$ cat src/hw/rtl/ido_pkg.sv
// Shared types, constants and helpers for the inhalation dose detector.
// No dependencies; every other RTL file refers to this package by scoped names.
`default_nettype none

package ido_pkg;

  // Sizing and scaling
  localparam int AVG_SAMPLES    = 5;
  localparam int PRESSURE_SHIFT = 6;

  localparam int RAW_W    = 24;
  localparam int PA_W     = 18;
  localparam int SUM_W    = 21;
  localparam int CNT_W    = 3;
  localparam int TILT_W   = 15;
  localparam int ACCEL_W  = 16;
  localparam int DOSE_W   = 8;
  localparam int CFG_IDX_W  = 2;
  localparam int CFG_DATA_W = 18;

  localparam logic [PA_W-1:0] PA_MAX = '1;

  // Reciprocal for the baseline average: exact floor for any SUM_W-bit sum
  localparam int AVG_LOG   = $clog2(AVG_SAMPLES);
  localparam int AVG_SHIFT = SUM_W + AVG_LOG;
  localparam int RECIP_W   = AVG_SHIFT + 1;
  localparam logic [RECIP_W-1:0] AVG_RECIP =
    RECIP_W'(((64'd1 << AVG_SHIFT) + 64'(AVG_SAMPLES) - 64'd1) / 64'(AVG_SAMPLES));

  // Reset values of the configuration registers
  localparam logic [PA_W-1:0]   THRESHOLD_RST = PA_W'(1000);
  localparam logic [TILT_W-1:0] TILT_RST      = TILT_W'(300);
  localparam logic [DOSE_W-1:0] CAPACITY_RST  = DOSE_W'(255);

  // Item kinds
  localparam logic OP_PRESSURE = 1'b0;
  localparam logic OP_ACCEL    = 1'b1;

  // Posture codes
  localparam logic [1:0] POSTURE_OK   = 2'd0;
  localparam logic [1:0] POSTURE_HIGH = 2'd1;
  localparam logic [1:0] POSTURE_LOW  = 2'd2;

  // Register indexes
  localparam logic [CFG_IDX_W-1:0] REG_THRESHOLD = 2'd0;
  localparam logic [CFG_IDX_W-1:0] REG_TILT      = 2'd1;
  localparam logic [CFG_IDX_W-1:0] REG_CAPACITY  = 2'd2;

  typedef struct packed {
    logic                      op;
    logic [RAW_W-1:0]          raw_pressure;
    logic signed [ACCEL_W-1:0] accel_x;
  } in_item_t;

  typedef struct packed {
    logic [1:0]        posture;
    logic              dose_taken;
    logic [PA_W-1:0]   pressure_change;
    logic [PA_W-1:0]   baseline_pa;
    logic              baseline_busy;
    logic [DOSE_W-1:0] doses_left;
    logic [DOSE_W-1:0] doses_given;
  } out_item_t;

  // Scale a raw word to pascals and saturate
  function automatic logic [PA_W-1:0] to_pascals(input logic [RAW_W-1:0] raw);
    logic [RAW_W-1:0] sh;
    sh = raw >> PRESSURE_SHIFT;
    if (sh > RAW_W'(PA_MAX)) begin
      return PA_MAX;
    end
    return sh[PA_W-1:0];
  endfunction

  // Divide the sample sum by AVG_SAMPLES through the reciprocal
  function automatic logic [PA_W-1:0] sum_average(input logic [SUM_W-1:0] sum);
    logic [SUM_W+RECIP_W-1:0] prod;
    logic [SUM_W+RECIP_W-1:0] quo;
    prod = (SUM_W+RECIP_W)'(sum) * (SUM_W+RECIP_W)'(AVG_RECIP);
    quo  = prod >> AVG_SHIFT;
    return quo[PA_W-1:0];
  endfunction

endpackage

`default_nettype wire

$ cat src/hw/rtl/ido_out_buf.sv
// Two-entry result buffer between the compute stage and the output channel.
// Depends on ido_pkg for the result beat type.
`default_nettype none

module ido_out_buf (
  input  wire logic              clk_i,
  input  wire logic              rst_ni,
  input  wire logic              push_i,
  input  wire ido_pkg::out_item_t push_data_i,
  output logic                   room_o,
  output logic                   out_valid_o,
  input  wire logic              out_ready_i,
  output ido_pkg::out_item_t     out_data_o
);

  ido_pkg::out_item_t entry_q [2];
  logic       wr_ptr_q, wr_ptr_d;
  logic       rd_ptr_q, rd_ptr_d;
  logic [1:0] count_q, count_d;
  logic       pop;

  assign pop         = out_valid_o && out_ready_i;
  assign out_valid_o = (count_q != 2'd0);
  assign out_data_o  = entry_q[rd_ptr_q];
  assign room_o      = (count_q != 2'd2);

  // Advance pointers and occupancy
  always_comb begin
    wr_ptr_d = wr_ptr_q ^ push_i;
    rd_ptr_d = rd_ptr_q ^ pop;
    count_d  = count_q + 2'(push_i) - 2'(pop);
  end

  always_ff @(posedge clk_i or negedge rst_ni) begin
    if (!rst_ni) begin
      wr_ptr_q <= 1'b0;
      rd_ptr_q <= 1'b0;
      count_q  <= 2'd0;
    end else begin
      wr_ptr_q <= wr_ptr_d;
      rd_ptr_q <= rd_ptr_d;
      count_q  <= count_d;
    end
  end

  // Hold result beats
  always_ff @(posedge clk_i) begin
    if (push_i) begin
      entry_q[wr_ptr_q] <= push_data_i;
    end
  end

  a_no_overflow: assert property (@(posedge clk_i) disable iff (!rst_ni)
    push_i |-> (count_q != 2'd2))
    else $error("result pushed into a full buffer");

  a_count_range: assert property (@(posedge clk_i) disable iff (!rst_ni)
    count_q != 2'd3)
    else $error("buffer occupancy out of range");

  a_ptr_match: assert property (@(posedge clk_i) disable iff (!rst_ni)
    ((count_q == 2'd0) || (count_q == 2'd2)) |-> (wr_ptr_q == rd_ptr_q))
    else $error("pointers disagree with occupancy");

endmodule

`default_nettype wire

$ cat src/hw/rtl/ido_core.sv
// Input register, configuration registers and the per-item dose detection logic.
// Depends on ido_pkg for types, constants and the scaling and averaging helpers.
`default_nettype none

module ido_core (
  input  wire logic                                clk_i,
  input  wire logic                                rst_ni,
  input  wire logic                                in_valid_i,
  output logic                                     in_ready_o,
  input  wire ido_pkg::in_item_t                   in_data_i,
  input  wire logic                                cfg_valid_i,
  output logic                                     cfg_ready_o,
  input  wire logic [ido_pkg::CFG_IDX_W-1:0]       cfg_index_i,
  input  wire logic [ido_pkg::CFG_DATA_W-1:0]      cfg_data_i,
  input  wire logic                                room_i,
  output logic                                     push_o,
  output ido_pkg::out_item_t                       push_data_o
);

  // Input stage
  ido_pkg::in_item_t item_q;
  logic              item_valid_q;
  logic              fire;
  logic              cfg_fire;

  // Configuration
  logic [ido_pkg::PA_W-1:0]   threshold_q;
  logic [ido_pkg::TILT_W-1:0] tilt_q;

  // Detector state
  logic                        mode_q, mode_d;
  logic [ido_pkg::SUM_W-1:0]   sum_q, sum_d;
  logic [ido_pkg::CNT_W-1:0]   cnt_q, cnt_d;
  logic [ido_pkg::PA_W-1:0]    baseline_q, baseline_d;
  logic [ido_pkg::PA_W-1:0]    change_q, change_d;
  logic [1:0]                  posture_q, posture_d;
  logic [ido_pkg::DOSE_W-1:0]  remaining_q, remaining_d;
  logic [ido_pkg::DOSE_W-1:0]  given_q, given_d;
  logic                        taken;

  // Datapath temporaries
  logic [ido_pkg::PA_W-1:0]    pa;
  logic [ido_pkg::SUM_W-1:0]   sum_add;
  logic [ido_pkg::CNT_W:0]     cnt_inc;
  logic [ido_pkg::PA_W-1:0]    diff;
  logic signed [ido_pkg::ACCEL_W-1:0] lim_pos;
  logic signed [ido_pkg::ACCEL_W-1:0] lim_neg;

  assign fire        = item_valid_q && room_i;
  assign in_ready_o  = !item_valid_q || room_i;
  assign cfg_ready_o = 1'b1;
  assign cfg_fire    = cfg_valid_i && cfg_ready_o;

  // Hold the accepted beat until the result buffer takes its result
  always_ff @(posedge clk_i or negedge rst_ni) begin
    if (!rst_ni) begin
      item_valid_q <= 1'b0;
    end else if (in_ready_o) begin
      item_valid_q <= in_valid_i;
    end
  end

  always_ff @(posedge clk_i) begin
    if (in_valid_i && in_ready_o) begin
      item_q <= in_data_i;
    end
  end

  // Scaled pressure, running sum, distance from baseline, tilt bounds
  always_comb begin
    pa      = ido_pkg::to_pascals(item_q.raw_pressure);
    sum_add = sum_q + ido_pkg::SUM_W'(pa);
    cnt_inc = {1'b0, cnt_q} + (ido_pkg::CNT_W+1)'(1);
    diff    = (baseline_q >= pa) ? (baseline_q - pa) : (pa - baseline_q);
    lim_pos = signed'({1'b0, tilt_q});
    lim_neg = -lim_pos;
  end

  // Next state for one item
  always_comb begin
    mode_d      = mode_q;
    sum_d       = sum_q;
    cnt_d       = cnt_q;
    baseline_d  = baseline_q;
    change_d    = change_q;
    posture_d   = posture_q;
    remaining_d = remaining_q;
    given_d     = given_q;
    taken       = 1'b0;

    if (fire && (remaining_q != '0)) begin
      if (item_q.op == ido_pkg::OP_PRESSURE) begin
        if (mode_q) begin
          if (cnt_inc >= (ido_pkg::CNT_W+1)'(ido_pkg::AVG_SAMPLES)) begin
            baseline_d = ido_pkg::sum_average(sum_add);
            sum_d      = '0;
            cnt_d      = '0;
            mode_d     = 1'b0;
          end else begin
            sum_d = sum_add;
            cnt_d = cnt_inc[ido_pkg::CNT_W-1:0];
          end
        end else begin
          change_d = diff;
          if (diff > threshold_q) begin
            taken       = 1'b1;
            remaining_d = remaining_q - ido_pkg::DOSE_W'(1);
            given_d     = given_q + ido_pkg::DOSE_W'(1);
            mode_d      = 1'b1;
            sum_d       = '0;
            cnt_d       = '0;
          end
        end
      end else if (!mode_q) begin
        if (item_q.accel_x > lim_pos) begin
          posture_d = ido_pkg::POSTURE_HIGH;
        end else if (item_q.accel_x < lim_neg) begin
          posture_d = ido_pkg::POSTURE_LOW;
        end else begin
          posture_d = ido_pkg::POSTURE_OK;
        end
      end
    end

    // A capacity write reloads the remaining count
    if (cfg_fire && (cfg_index_i == ido_pkg::REG_CAPACITY)) begin
      remaining_d = cfg_data_i[ido_pkg::DOSE_W-1:0];
    end
  end

  // Result beat reflects the state after this item
  assign push_o = fire;
  always_comb begin
    push_data_o.posture         = posture_d;
    push_data_o.dose_taken      = taken;
    push_data_o.pressure_change = change_d;
    push_data_o.baseline_pa     = baseline_d;
    push_data_o.baseline_busy   = mode_d;
    push_data_o.doses_left      = remaining_d;
    push_data_o.doses_given     = given_d;
  end

  always_ff @(posedge clk_i or negedge rst_ni) begin
    if (!rst_ni) begin
      mode_q      <= 1'b1;
      sum_q       <= '0;
      cnt_q       <= '0;
      baseline_q  <= '0;
      change_q    <= '0;
      posture_q   <= ido_pkg::POSTURE_OK;
      remaining_q <= ido_pkg::CAPACITY_RST;
      given_q     <= '0;
    end else begin
      mode_q      <= mode_d;
      sum_q       <= sum_d;
      cnt_q       <= cnt_d;
      baseline_q  <= baseline_d;
      change_q    <= change_d;
      posture_q   <= posture_d;
      remaining_q <= remaining_d;
      given_q     <= given_d;
    end
  end

  // Configuration registers
  always_ff @(posedge clk_i or negedge rst_ni) begin
    if (!rst_ni) begin
      threshold_q <= ido_pkg::THRESHOLD_RST;
      tilt_q      <= ido_pkg::TILT_RST;
    end else if (cfg_fire) begin
      unique case (cfg_index_i)
        ido_pkg::REG_THRESHOLD: threshold_q <= cfg_data_i[ido_pkg::PA_W-1:0];
        ido_pkg::REG_TILT:      tilt_q      <= cfg_data_i[ido_pkg::TILT_W-1:0];
        default: ;
      endcase
    end
  end

  a_count_below_avg: assert property (@(posedge clk_i) disable iff (!rst_ni)
    ({1'b0, cnt_q} < (ido_pkg::CNT_W+1)'(ido_pkg::AVG_SAMPLES)))
    else $error("sample count reached the average length");

  a_empty_frozen: assert property (@(posedge clk_i) disable iff (!rst_ni)
    (fire && (remaining_q == '0) && !cfg_fire) |=>
      ($stable(given_q) && $stable(mode_q) && $stable(baseline_q)))
    else $error("state changed with no doses left");

  a_dose_rebaselines: assert property (@(posedge clk_i) disable iff (!rst_ni)
    (fire && taken) |=> (mode_q && (sum_q == '0) && (cnt_q == '0)))
    else $error("dose did not restart baseline averaging");

  a_dose_counts: assert property (@(posedge clk_i) disable iff (!rst_ni)
    (fire && taken) |=> (given_q == $past(given_q) + ido_pkg::DOSE_W'(1)))
    else $error("dose not counted");

endmodule

`default_nettype wire

$ cat src/hw/rtl/inhalation_dose_detector.sv
// Top level of the inhalation dose detector: detection core and result buffer.
// Depends on ido_pkg, ido_core and ido_out_buf.
//
//   channel | direction | handshake            | beat
//   --------+-----------+----------------------+---------------------------------
//   in      | input     | in_valid_i/in_ready_o   | ido_pkg::in_item_t
//   out     | output    | out_valid_o/out_ready_i | ido_pkg::out_item_t
//   cfg     | input     | cfg_valid_i/cfg_ready_o | cfg_index_i, cfg_data_i
//
// One item per cycle sustained while out_ready_i is high; each result passes through the input
// register, then the one-pass detector logic into the two-entry result buffer.
// Reset loads the register defaults, starts baseline averaging and needs no clearing pass.
// Configuration writes are taken every cycle. When out_ready_i is low the buffer fills,
// then the input register holds and in_ready_o drops.
`default_nettype none

module inhalation_dose_detector (
  input  wire logic                            clk_i,
  input  wire logic                            rst_ni,
  input  wire logic                            in_valid_i,
  output logic                                 in_ready_o,
  input  wire ido_pkg::in_item_t               in_data_i,
  output logic                                 out_valid_o,
  input  wire logic                            out_ready_i,
  output ido_pkg::out_item_t                   out_data_o,
  input  wire logic                            cfg_valid_i,
  output logic                                 cfg_ready_o,
  input  wire logic [ido_pkg::CFG_IDX_W-1:0]   cfg_index_i,
  input  wire logic [ido_pkg::CFG_DATA_W-1:0]  cfg_data_i
);

  logic               room;
  logic               push;
  ido_pkg::out_item_t push_data;

  // Detection core
  ido_core u_core (
    .clk_i       (clk_i),
    .rst_ni      (rst_ni),
    .in_valid_i  (in_valid_i),
    .in_ready_o  (in_ready_o),
    .in_data_i   (in_data_i),
    .cfg_valid_i (cfg_valid_i),
    .cfg_ready_o (cfg_ready_o),
    .cfg_index_i (cfg_index_i),
    .cfg_data_i  (cfg_data_i),
    .room_i      (room),
    .push_o      (push),
    .push_data_o (push_data)
  );

  // Result buffer
  ido_out_buf u_out_buf (
    .clk_i       (clk_i),
    .rst_ni      (rst_ni),
    .push_i      (push),
    .push_data_i (push_data),
    .room_o      (room),
    .out_valid_o (out_valid_o),
    .out_ready_i (out_ready_i),
    .out_data_o  (out_data_o)
  );

endmodule

`default_nettype wire
$ cat config.mk
export PLATFORM = sky130hd
export DESIGN_NAME = inhalation_dose_detector
export DESIGN_NICKNAME = d
export VERILOG_FILES = /design/src/hw/rtl/ido_pkg.sv /design/src/hw/rtl/ido_out_buf.sv /design/src/hw/rtl/ido_core.sv /design/src/hw/rtl/inhalation_dose_detector.sv
export SDC_FILE = /design/constraint.sdc
export NUM_CORES = 1
export LEC_CHECK = 0
export BUFFER_PORTS_ARGS = -buffer_cell sky130_fd_sc_hd__buf_2
export CAP_MARGIN = 20
export CORE_UTILIZATION = 63
export DETAILED_ROUTE_END_ITERATION = 7
export GPL_ROUTABILITY_DRIVEN = 0
export GPL_TIMING_DRIVEN = 0
export PLACE_DENSITY = 0.9
export SKIP_CTS_REPAIR_TIMING = 1
export SYNTH_ARGS = -nofsm -noshare
export SYNTH_HDL_FRONTEND = slang
export SYNTH_SLANG_ARGS = --single-unit
$ cat constraint.sdc
create_clock -name clk_i -period 11.16 [get_ports clk_i]
set_input_delay 1.116 -clock clk_i [delete_from_list [all_inputs] [get_ports clk_i]]
set_output_delay 1.116 -clock clk_i [all_outputs]
set_load 0.03 [all_outputs]
=== Word level (Yosys, flattened, before mapping) ===
Memories as Yosys holds them, arrays and structs flattened.
Cells that the tools add are included.

* Logic and storage cells: 95
* Input port bits: 66
* Memory bits (writable): 112
* Bits in registers: 158
* Memories: 1
* Output and inout bits: 59

{| class="wikitable"
|+ Memories
! name !! depth !! bits a word !! read ports !! clocked after memory_dff !! write ports !! line !! text
|-
| u_out_buf.entry_q || 2 || 56 || 1 || 0 || 1 || ido_out_buf.sv:16 || <nowiki>ido_pkg::out_item_t entry_q [2];</nowiki>
|}

* Bitwise logic cells: 3
* Multiplexer cells: 41
* $mul: 1
* Equality and inequality tests: 3
* Reductions and logical operators: 14
* Add/sub/neg operators: 9
* $lt $le $gt $ge: 6

{| class="wikitable"
|+ Operators by type and width
! kind !! count
|-
| 18-bit 2-to-1 mux || 10
|-
| 8-bit 2-to-1 mux || 9
|-
| 21-bit 2-to-1 mux || 3
|-
| 21-bit by 20-bit multiplier with 40-bit output, second input constant || 1
|-
| 18-bit subtractor || 2
|-
| 21-bit by 18-bit adder with 21-bit output || 1
|-
| 18-bit greater-or-equal comparator || 1
|-
| 18-bit > comparator || 1
|-
| 18-bit > comparator, second input constant || 1
|-
| 16-bit > comparator || 1
|-
| 16-bit less-than comparator || 1
|-
| 15-bit negator with 16-bit output || 1
|-
| 1-bit 2-to-1 mux || 11
|-
| 2-bit 2-to-1 mux || 5
|-
| 3-bit 2-to-1 mux || 3
|-
| 8-bit by 1-bit adder with 8-bit output, second input constant || 1
|-
| 8-bit nonzero test || 1
|-
| 8-bit by 1-bit subtractor with 8-bit output, second input constant || 1
|-
| 1-bit logical AND || 5
|-
| 3-bit by 1-bit adder with 4-bit output, second input constant || 1
|-
| 4-bit by 3-bit greater-or-equal comparator with 1-bit output, second input constant || 1
|-
| 2-bit AND reduction || 2
|-
| 2-bit nonzero test || 2
|-
| 3-bit AND reduction || 1
|-
| other kinds (10) || 11
|}

=== Logic depth before layout (Yosys ltp) ===
* Word-level depth: 11
* Gate-level depth with buffers: 33
* Mapped depth without buffers: 32

=== By module ===
A second synthesis with hierarchy kept.

* Cells, all modules: 1,953
* Area total of the unflattened synthesis: 21,454.3 um2

{| class="wikitable"
|+ Modules (own cells, without submodules)
! module !! sequential area each (um2) !! cells an instance !! times used !! area each (um2)
|-
| ido_core || 3,902.5 || 1,761 || 1 || 17,083.9
|-
| ido_out_buf || 3,463.3 || 192 || 1 || 4,370.4
|}

=== Worst setup path before layout ===
No wires, ideal clock.

* Kind: register -> register
* Start point: reg u_core.item_q[22] in the netlist's numbering
* End point: mem u_out_buf.entry_q[0][26] in the netlist's numbering, data pin
* Library setup time: 0.279 ns
* Period minus slack after synthesis: 7.994 ns
* Data required time: 10.881 ns
* Slack: 3.166 ns
* Arrival time: 7.715 ns
* Buffers on the path: 1
* Cell stages (with the launch flop): 30
* Cell sequence: edfxtp_1 -> clkbuf_1 -> ha_1 -> fa_1 -> a211oi_1 -> o21ai_1 -> a21oi_1 -> o31a_1 -> o21bai_1 -> a21oi_1 -> xor2_1 -> inv_1 -> ha_1 -> ha_1 -> fa_1 -> fa_1 -> fa_1 -> fa_1 -> inv_1 -> fa_1 -> inv_1 -> ha_1 -> a21oi_1 -> o211ai_1 -> a21oi_1 -> nand4bb_1 -> a41oi_1 -> o41ai_1 -> mux2i_1 -> o211ai_1

{| class="wikitable"
|+ RTL lines
! what !! line !! text
|-
| start: declaration || ido_core.sv:21 || <nowiki>ido_pkg::in_item_t item_q;</nowiki>
|-
| start signal: assignment || ido_core.sv:65 || <nowiki>item_q <= in_data_i;</nowiki>
|-
| end: declaration || ido_out_buf.sv:16 ||
|}

==> results_dict.tcl <==
set metrics [dict create \
    cp.arrival_ps 10150 \
    crit_path_end "u_out_buf.entry_q[1][24]" \
    routed_wl_um 56400 \
    fillers 2205 \
    finalNetCount 2701 \
    drive_above_1_share_pct 14.50 \
    yosys.cell_types.count 92 \
    htree_levels 1 \
    netlist_instances 2031 \
    synth.avg_cell_area_um2 10.75 \
    die_w_um 188.2 \
    ios 125 \
    layout_commonest_cell "inv_1" \
    timing.rr.end "u_out_buf.entry_q[1][24]" \
    rsz0062_at_grt "false" \
    cts_tree "yes" \
    r2r_cells 29 \
    dieArea_um2 35420 \
    numCtsBuffers 26 \
    startpoint "u_core.item_q[22]" \
    synth-seq-area-share_pct 33.73 \
    cp_slowest_cell "xor2_1" \
    setup_viol 0 \
    vias_per_cell 6.221 \
    path_max_fanout 7 \
    area_delta_synth_final_pct 9.516 \
    worst_clock_skew_ps 11.99 \
    hold_viol_final 0 \
    start_util_pct 64.65 \
    die_y_um 188.2 \
    grt_pass1_vias 17570 \
    grt-ovfl-total 0 \
    setup_tns_ps 0 \
    syn_area_um2 21840 \
    cpPeakStageDelay_ps 940 \
    cap_viol_max_count 0 \
    syn-num-nets 2552 \
    start_kind "flip-flop" \
    regToRegStartpoint "u_core.item_q[22]" \
    period_needed_ps 9875 \
    antenna_found_initial 0 \
    drc_errors 0 \
    fin_crit_sh_pct 88.48 \
    layout_common_cells "inv_1, ha_1, edfxtp_1, fa_1, buf_2" \
    root_buffer "clkbuf_16" \
    firstDrtPassIters 6 \
    diodes 0 \
    max_freq_mhz 101.3 \
    wl_per_cell_um 21.30 \
    status "finished clean" \
    rrSetupSlack_ps 1290 \
    crit_type "flip-flop to flip-flop" \
    path_clk_slew_ps 60 \
    cp.required_ps 11440 \
    ys_async_sr_fraction_pct 44.32 \
    slew_viol_final 0 \
    drt_iter0_drc 1531 \
    clkLatencyLatePin_ps 540 \
    fp.coreArea_um2 33780 \
    cts.sinks 264 \
    dpl.hpwl_um 44440 \
    vias 16470 \
    ant_nets 0 \
    final_util_pct 70.80 \
    yosys_warnings 0 \
    end_kind "flip-flop" \
    synth_edf_count 147 \
    hp-start "u_core.sum_q[8]" \
    slew_headroom_pct 17.97 \
    clk_path_buf_depth 3 \
    row_count 67 \
    globalRouteTotalUtil_pct 32.63 \
    grt_pass1_wl_um 90600 \
    ys.flop_type "edfxtp_1" \
    grt_max_degree 72 \
    hold_path.class "flip-flop to flip-flop" \
    port_buffers 117 \
    synth-seq-cells 264 \
    tightestPinTransition_ps 1226 \
]
[layer usage]
metal  routed length (um)  up-vias  share of wire, %  global-route usage (%)
met5                    0        -                 0                       0
li1                     -     7258                 -                       -
met4                 3934        0               7.0                   20.67
met2                27920      967                50                   57.37
met3                 4288      287               7.6                   5.215
met1                20250     7962                36                   37.02
[critical path, delay by kind of cell (launching register included)]
family / cells / cell delay (ps)
DFF: 1 / 420
AOI/OAI and AO/OA: 10 / 3160
and+or+nand+nor: 1 / 130
xor gates and xnor gates: 3 / 1300
buffers and inverters: 5 / 410
adders and majority gates: 10 / 4180
[synthesized netlist by cell type (12+ instances only)]
cell | count | area [um2]
a21o_1 | 43 | 322.8
ha_1 | 316 | 3954
xnor2_1 | 63 | 551.8
dfstp_2 | 19 | 499.2
fa_1 | 139 | 2783
nand2_1 | 115 | 431.7
nor3_1 | 23 | 115.1
o21ai_0 | 73 | 365.4
nand2b_1 | 12 | 75.07
o31ai_1 | 13 | 97.59
inv_1 | 337 | 1265
dfrtp_1 | 98 | 2452
nor2b_1 | 13 | 81.33
o21bai_1 | 12 | 90.09
buf_2 | 15 | 75.07
a21oi_1 | 80 | 400.4
clkbuf_1 | 40 | 150.1
xor2_1 | 46 | 402.9
and2_1 | 12 | 75.07
nand4_1 | 29 | 181.4
mux2_2 | 83 | 934.7
nor2_1 | 75 | 281.5
nand3_1 | 29 | 145.1
edfxtp_1 | 147 | 4414
[stage by stage]
stage / hold slack, ps / setup slack [ps] / cell area (um2) / std cells
after floorplan: 444.3 / 3166 / 21840 / 2031
after global placement: 469.3 / 1891 / 22990 / 2596
after detailed placement: 476.9 / 1685 / 23070 / 2600
after CTS: 491.1 / 1482 / 23920 / 2648
after global routing: 530.2 / 960.6 / 23920 / 2648
final: 487.4 / 1285 / 23920 / 2648
[worst min-delay path by stage]
stage                              endpoint  slack [ps]  cells past startpoint
after detailed placement    u_core.sum_q[8]         480                      2
final                       u_core.sum_q[8]         490                      2
after CTS                   u_core.sum_q[8]         490                      2
after global placement     u_core.sum_q[14]         470                      2
after floorplan           u_core.given_q[7]         440                      1
after global routing        u_core.sum_q[6]         530                      1
[area by class of cell]
class | instances | area (um2) | area share, %
well taps | 448 | 560.5 | 2.344
clock buffers | 33 | 718.2 | 3.003
inverters | 338 | 1269 | 5.304
plain buffers | 62 | 292.8 | 1.224
repair buffers | 121 | 664.4 | 2.778
clock inverters | 15 | 128.9 | 0.5388
flip-flops and latches | 264 | 7366 | 30.80
multi-input cells | 1367 | 12920 | 54.01
[state kept, by name, summed over array words and instances, names as in the netlist, 3 cells and up]
register	count
u_core.threshold_q	18
u_core.baseline_q	18
u_out_buf.entry_q	112
u_core.cnt_q	3
u_core.tilt_q	15
u_core.remaining_q	8
u_core.given_q	8
u_core.change_q	18
u_core.sum_q	21
u_core.item_q	35
[logic make-up after synthesis]
logic type	Yosys count	synth area share, %
AOI/OAI and AO/OA	333	10.27
xor gates and xnor gates	111	4.520
adders and majority gates	455	30.85
buffers and inverters	400	7.150
DFF	264	33.73
muxes	98	5.030
other	1	0.01717
and+or+nand+nor	369	8.445
Power is left out: the tool's default activity adds up to more than one toggle a clock period on the data nets, which glitch-free logic cannot reach.
